**config.mk**
```make
export PLATFORM = sky130hd
export DESIGN_NAME = bd2_average
export DESIGN_NICKNAME = d
export VERILOG_FILES = /design/src/hdl/bd2_pkg.sv /design/src/hdl/bd2_average.sv
export VERILOG_INCLUDE_DIRS = /design/src /design/src/hdl
export SDC_FILE = /design/constraint.sdc
export NUM_CORES = 1
export LEC_CHECK = 0
export ABC_AREA = 1
export BUFFER_PORTS_ARGS = -buffer_cell sky130_fd_sc_hd__buf_2
export CAP_MARGIN = 0
export CORE_UTILIZATION = 53
export DETAILED_ROUTE_END_ITERATION = 6
export GPL_ROUTABILITY_DRIVEN = 0
export PLACE_DENSITY = 0.8
export SYNTH_ARGS = -nofsm -noshare
export SYNTH_HDL_FRONTEND = slang
export SYNTH_SLANG_ARGS = --single-unit
```
**constraint.sdc**
```tcl
create_clock -name aclk -period 2.7 [get_ports aclk]
set_input_delay 0.135 -clock aclk [delete_from_list [all_inputs] [get_ports aclk]]
set_output_delay 0.135 -clock aclk [all_outputs]
set_load 0.05 [all_outputs]
```
**src/hdl/assert_macros.svh**
```systemverilog
// ----------------------------------------------------------------------------
// assert_macros
// Assertion helpers used by the bd2_average module.
// ----------------------------------------------------------------------------
// Both macros expect a clock named aclk; BD2_ASSERT also needs aresetn.
`ifndef ASSERT_MACROS_SVH
`define ASSERT_MACROS_SVH

// Checked only while out of reset.
`define BD2_ASSERT(label, prop) \
    label: assert property (@(posedge aclk) disable iff (!aresetn) prop) \
        else $error("bd2 assertion failed");

// Checked on every edge, reset included.
`define BD2_ASSERT_ALWAYS(label, prop) \
    label: assert property (@(posedge aclk) prop) \
        else $error("bd2 assertion failed");

`endif

```
**src/hdl/bd2_pkg.sv**
```systemverilog
// ----------------------------------------------------------------------------
// bd2_pkg
// Types, constants and channel arithmetic shared by the 2x2 box downsampler.
// ----------------------------------------------------------------------------
package bd2_pkg;

    localparam int MAX_WIDTH  = 1024;
    localparam int MAX_HEIGHT = 1024;
    localparam int LINE_DEPTH = MAX_WIDTH / 2;
    localparam int ADDR_W     = $clog2(LINE_DEPTH);

    localparam int DIM_W      = 11;
    localparam int PIX_W      = 32;
    localparam int CHAN_W     = 8;
    localparam int NUM_CHAN   = PIX_W / CHAN_W;
    localparam int PSUM_W     = CHAN_W + 1;
    localparam int LINE_W     = NUM_CHAN * PSUM_W;
    localparam int CFG_IDX_W  = 2;

    localparam logic [DIM_W-1:0] MIN_DIM     = DIM_W'(2);
    localparam logic [DIM_W-1:0] MAX_W_DIM   = DIM_W'(MAX_WIDTH);
    localparam logic [DIM_W-1:0] MAX_H_DIM   = DIM_W'(MAX_HEIGHT);
    localparam logic [DIM_W-1:0] RESET_DIM   = DIM_W'(512);

    typedef enum logic [CFG_IDX_W-1:0] {
        CFG_SRC_WIDTH  = 2'd0,
        CFG_SRC_HEIGHT = 2'd1
    } cfg_index_t;

    typedef logic [LINE_W-1:0] line_word_t;

    // One pending output: pair sum of the current row plus the frame-end mark.
    typedef struct packed {
        line_word_t here_sum;
        logic       frame_last;
    } avg_req_t;

    function automatic logic [DIM_W-1:0] clamp_dim(input logic [DIM_W-1:0] v,
                                                   input logic [DIM_W-1:0] maxv);
        logic [DIM_W-1:0] r;
        if (v < MIN_DIM) begin
            r = MIN_DIM;
        end else if (v > maxv) begin
            r = maxv;
        end else begin
            r = v;
        end
        return r;
    endfunction

    // Largest odd index below an even-rounded size.
    function automatic logic [DIM_W-1:0] last_odd(input logic [DIM_W-1:0] v);
        return {v[DIM_W-1:1], 1'b0} - DIM_W'(1);
    endfunction

    function automatic line_word_t pair_sums(input logic [PIX_W-1:0] a,
                                             input logic [PIX_W-1:0] b);
        line_word_t r;
        r = '0;
        for (int k = 0; k < NUM_CHAN; k++) begin
            r[k*PSUM_W +: PSUM_W] = PSUM_W'(a[k*CHAN_W +: CHAN_W])
                                  + PSUM_W'(b[k*CHAN_W +: CHAN_W]);
        end
        return r;
    endfunction

    function automatic logic [PIX_W-1:0] round_avg(input line_word_t above,
                                                   input line_word_t here);
        logic [PIX_W-1:0]  r;
        logic [PSUM_W+1:0] s;
        r = '0;
        for (int k = 0; k < NUM_CHAN; k++) begin
            s = (PSUM_W+2)'(above[k*PSUM_W +: PSUM_W])
              + (PSUM_W+2)'(here[k*PSUM_W +: PSUM_W])
              + (PSUM_W+2)'(2);
            r[k*CHAN_W +: CHAN_W] = s[CHAN_W+1:2];
        end
        return r;
    endfunction

endpackage

```
**src/hdl/bd2_average.sv**
```systemverilog
// ----------------------------------------------------------------------------
// bd2_average
// Joins the line-store word with the current pair sum, rounds, and holds the
// result in the output register until the downstream takes it.
// ----------------------------------------------------------------------------
`include "assert_macros.svh"

module bd2_average (
    input  logic                   aclk,
    input  logic                   aresetn,
    input  logic                   req_valid,
    output logic                   req_ready,
    input  bd2_pkg::avg_req_t      req,
    input  bd2_pkg::line_word_t    above_sum,
    output logic                   m_tvalid,
    input  logic                   m_tready,
    output logic [31:0]            m_tdata,   // [31:0] pixel_out
    output logic                   m_tlast    // frame_last
);

    logic                      s1_valid_reg, s1_valid_next;
    bd2_pkg::avg_req_t         s1_req_reg;
    logic                      out_valid_reg, out_valid_next;
    logic [bd2_pkg::PIX_W-1:0] out_pixel_reg;
    logic                      out_last_reg;
    logic                      out_adv;
    logic                      req_take;

    assign out_adv   = !out_valid_reg || m_tready;
    assign req_ready = !s1_valid_reg || out_adv;
    assign req_take  = req_valid && req_ready;

    always_comb begin
        s1_valid_next  = s1_valid_reg;
        out_valid_next = out_valid_reg;
        if (out_adv) begin
            out_valid_next = s1_valid_reg;
            s1_valid_next  = 1'b0;
        end
        if (req_take) begin
            s1_valid_next = 1'b1;
        end
    end

    always_ff @(posedge aclk) begin
        if (!aresetn) begin
            s1_valid_reg  <= 1'b0;
            out_valid_reg <= 1'b0;
        end else begin
            s1_valid_reg  <= s1_valid_next;
            out_valid_reg <= out_valid_next;
        end
    end

    always_ff @(posedge aclk) begin
        if (req_take) begin
            s1_req_reg <= req;
        end
        if (out_adv && s1_valid_reg) begin
            out_pixel_reg <= bd2_pkg::round_avg(above_sum, s1_req_reg.here_sum);
            out_last_reg  <= s1_req_reg.frame_last;
        end
    end

    assign m_tvalid = out_valid_reg;
    assign m_tdata  = out_pixel_reg;
    assign m_tlast  = out_last_reg;

    `BD2_ASSERT_ALWAYS(a_reset_empty, !aresetn |=> !s1_valid_reg && !out_valid_reg)
    `BD2_ASSERT(a_stage_holds, s1_valid_reg && !out_adv |=> s1_valid_reg)
    `BD2_ASSERT(a_stage_moves, s1_valid_reg && out_adv |=> out_valid_reg)

endmodule
```
After elaboration in Yosys (flattened, before gate mapping)
Cells that the tools add are included.
{"block": "totals", "wordCells": 23, "out_inout_bits": 35, "in_bits": 77, "register_bits": 72}
{"block": "classes", "muxes": 2, "add_sub_neg": 8, "n_reduce_logical": 7}
{"cell": "adder 10 x 2 -> 10 bit (second input constant)", "count": 4}
{"cell": "adder 9 x 9 -> 10 bit", "count": 4}
{"cell": "logical AND 1 bit", "count": 2}
{"cell": "zero test 1 bit", "count": 2}
{"cell": "logical OR 1 bit", "count": 2}
{"cell": "2-to-1 mux 1 bit", "count": 2}
{"cell": "nonzero test 2 bit", "count": 1}

Depth between registers and ports, before layout
{"block": "depth", "word_depth": 5, "depth_mapped": 12, "ltp_nobuf": 12}

Worst setup path before layout
Ideal clock, no wire load.
{"block": "synth_timing", "kind": "reg-to-reg", "from": "register out_valid_reg, in the netlist m_tvalid", "to": "register out_pixel_reg (netlist bit m_tdata[0]), enable pin", "required_ns": 2.266, "stages_incl_launch_ff": 2, "path_slack_ns": 0.046, "setup_ns": 0.434, "n_path_buf": 0, "arrival_ns": 2.220, "period_less_slack_ns": 2.654, "path_cell_list": "dfxtp_1 a21oi_1"}
{"block": "synth_between", "elab_chain_len": 3}
{"item": "start: declaration", "line_no": "bd2_average.sv:23", "source": "logic out_valid_reg, out_valid_next;"}
{"item": "start signal: assignment", "line_no": "bd2_average.sv:51", "source": "out_valid_reg <= out_valid_next;"}
{"item": "zero test 1 bit", "line_no": "bd2_average.sv:29", "source": "assign out_adv = !out_valid_reg || m_tready;"}
{"item": "logical OR 1 bit", "line_no": "bd2_average.sv:29"}
{"item": "logical AND 1 bit", "line_no": "bd2_average.sv:59", "source": "if (out_adv && s1_valid_reg) begin"}
{"item": "end signal: assignment", "line_no": "bd2_average.sv:60", "source": "out_pixel_reg <= bd2_pkg::round_avg(above_sum, s1_req_reg.here_sum);"}
{"item": "end: declaration", "line_no": "bd2_average.sv:24", "source": "logic [bd2_pkg::PIX_W-1:0] out_pixel_reg;"}
No other way between the ends.
A chain may end at the register's enable or synchronous reset.

Final worst setup path
{"block": "layout_timing", "from": "register s1_req_reg[30] (netlist name)", "to": "register out_pixel_reg (netlist bit m_tdata[31]), data pin"}
{"block": "layout_between", "elab_chain_len": 2}
{"item": "start: declaration", "line_no": "bd2_average.sv:22", "source": "bd2_pkg::avg_req_t s1_req_reg;"}
{"item": "start signal: assignment", "line_no": "bd2_average.sv:57", "source": "s1_req_reg <= req;"}
{"item": "adder 9 x 9 -> 10 bit", "line_no": "bd2_pkg.sv:74", "source": "+ (PSUM_W+2)'(here[k*PSUM_W +: PSUM_W])"}
{"item": "adder 10 x 2 -> 10 bit", "line_no": "bd2_pkg.sv:75", "source": "+ (PSUM_W+2)'(2);"}
No other way between the ends.

==> run metrics <==
Worst-path clk slew 0.08 ns; PortBufs 111; CTS tree yes; Placement Cell Area 4850 um2; Via density 4.78; antenna-violating nets left 0; Final Hold Viols 0; clock buffer count from CTS 9; Ys Warns 0; Cells after Synth 390; sequential-to-total area share from yosys stat 51.8%; setup TNS 0 ns; GRT Overall Usage 19.9%; CP arrival 1.98 ns; mean routed wirelength per cell 12.1 um; # Post-CTS Setup Buffers 0; Overflow after GRT 0; CP Capture Type register; Post-synth top flop edfxtp_1; Reg2Reg Capture Point m_tdata[31]; vias in the first global route 3121; Synth Cell Area 4140 um2; achievable clock frequency 0.531 GHz; Max-cap violations 0; setup violators final 0; via count 3134; DPL Wire Length 5970 um; Die Wd 90.4 um; run status complete, no violations; R2R depth 8; Min Hold Slack 0.0649 ns; register bit total from synthesis 72; critical path class register to register; # resized after CTS 0; RSZ-0062 raised after global routing no; worst min-delay path category input port to register; crit share post-route 69.7%; Detailed Route Iter0 Violations 37; syn_area_per_cell 10.6 um2; total chip power 3010 uW; die footprint 8160 um2; core area 7410 um2; worst reg2reg path startpoint s1_req_reg[30]; Util after Layout 72.9%; Pwr Density 558 nW/um2; worst ir drop on vdd 0.367 mV; max reg flops 37; Layout area overhead 30.5%; ant diodes 0; DRT Pass-1 Iters 4; P_leak 0.00280 uW; root buffer cell clkbuf_8; clock tree buffer depth 2; Post-synth EDFFs 70; first-pass GRT wire length 12900 um; fraction of registers with async set/reset 0%; Slew Limit Fails 0; design area 5400 um2; Critical Path Source s1_req_reg[30]; DRC viols 0; synth top area cells edfxtp_1 51%, ha_1 18%, nand2_1 9.8%; syn_nets 531; startpoint types register; CP max FO 3; top cell type's share of synthesized area 50.8%; pin count of the biggest net entering global routing 23; initial core utilization 55.9%; Slew Limit Headroom 62.2%; Synth area leader edfxtp_1; Critical Path RT 2.79 ns; # rows 31; critical path capture point m_tdata[31]; initial antenna violation count 0; Tmin final 1.88 ns; # nets final 693; Worst-Margin Slew 0.566 ns; Layout fillers 564; routed wire length 7940 um; Clock Skew 0.0125 ns; htree depth 3; share of cells above drive strength 1 25.3%; Skew-Pair Late Insertion Delay 0.33 ns; # clock sinks 72; register-to-register setup slack 0.82 ns; Cell variety after synth 16; I/O pins 112; die height 90.4 um
==> synthesized netlist by cell type (4+ instances only) <==
master / count
nor2_4: 4
fa_1: 4
a21oi_1: 16
edfxtp_1: 70
nand3_1: 23
nand2_1: 108
nand2_2: 6
inv_1: 67
ha_1: 60
nor2_1: 4
xor2_1: 12
a21o_1: 8
==> cell type report <==
cell class / instances / area (um2) / share of cell area [%]
Multi-Input combinational cell: 250 / 1750 / 32.4
Sequential cell: 72 / 2140 / 39.7
Clock inverter: 6 / 50.0 / 0.927
Tap cell: 99 / 124 / 2.29
Timing Repair Buffer: 151 / 948 / 17.6
Inverter: 68 / 255 / 4.73
Clock buffer: 10 / 128 / 2.36
==> worst min-delay path by stage <==
| stage | from | end | slack, ns | cells after the start |
|---|---|---|---|---|
| 6_report | aresetn | m_tvalid | 0.06 | 3 |
| 5_1_grt | aresetn | m_tvalid | 0.09 | 3 |
| 4_1_cts | aresetn | m_tvalid | 0.06 | 3 |
| 3_5_place_dp | req[35] | s1_req_reg[35] | 0.31 | 1 |
| 3_3_place_gp | req[8] | s1_req_reg[8] | 0.31 | 1 |
| 2_1_floorplan | req[0] | s1_req_reg[0] | 0.23 | 0 |
==> report_power, final <==
part | internal [uW] | leakage [uW] | total (uW) | switching [uW]
Sequential | 1350 | 0.000688 | 1370 | 22.0
Combinational | 308 | 0.00202 | 839 | 531
Clock | 414 | 0.0000902 | 801 | 387
==> cell families (layout without fill, tap and decap cells) <==
logic type | Yosys count | after routing | synth area share [%]
XOR/XNOR | 12 | 12 | 2.54
adder cells (fa/ha/maj) | 64 | 64 | 20.1
buffers and inverters | 68 | 235 | 6.17
AND/OR/NAND/NOR | 147 | 147 | 15.4
AO/OA/AOI/OAI | 27 | 27 | 4.02
flip-flops | 72 | 72 | 51.8
==> cells in the final DEF, fill, tap and decap left out <==
cell type	count
dfxtp_1	2
a21oi_2	3
buf_2	111
inv_1	67
nand2_2	6
fa_1	4
buf_4	3
a21o_1	8
nand3_1	23
xor2_1	12
a21oi_1	15
nor2_1	4
nand2_1	108
nor2_4	4
nand3_2	2
edfxtp_1	70
clkinv_1	5
clkbuf_1	1
ha_1	60
clkbuf_8	9
clkinv_2	1
bufinv_16	1
dlygate4sd3_1	37
a21oi_4	1
==> repair_timing <==
item	in CTS	in global routing
hold buffers	37	0
hold endpoints to repair	37	0
setup endpoints to repair	0	0
==> stage by stage <==
stage                     std cells  setup WS [ns]
after floorplan                 390         0.0460
after global placement          603          0.899
after detailed placement        603          0.818
after CTS                       656          0.814
after global routing            656          0.669
final                           656          0.818
==> layer usage <==
layer	track usage, %	part of all wire, %	up-vias
met4	7.26	1.1	0
li1	-	-	1621
met1	21.6	41	1426
met2	38.5	54	77
met3	3.45	3.7	10
met5	0	0	-
==> worst max-delay path, cell delays in order, from the launching register on <==
cell	delay, ns
edfxtp_1	0.37
ha_1	0.33
fa_1	0.47
nand3_1	0.12
nand2_2	0.08
nand3_1	0.10
nand2_1	0.06
nand2_1	0.07
nand2_1	0.05
Note: power is estimated with default switching activity, not from simulation.
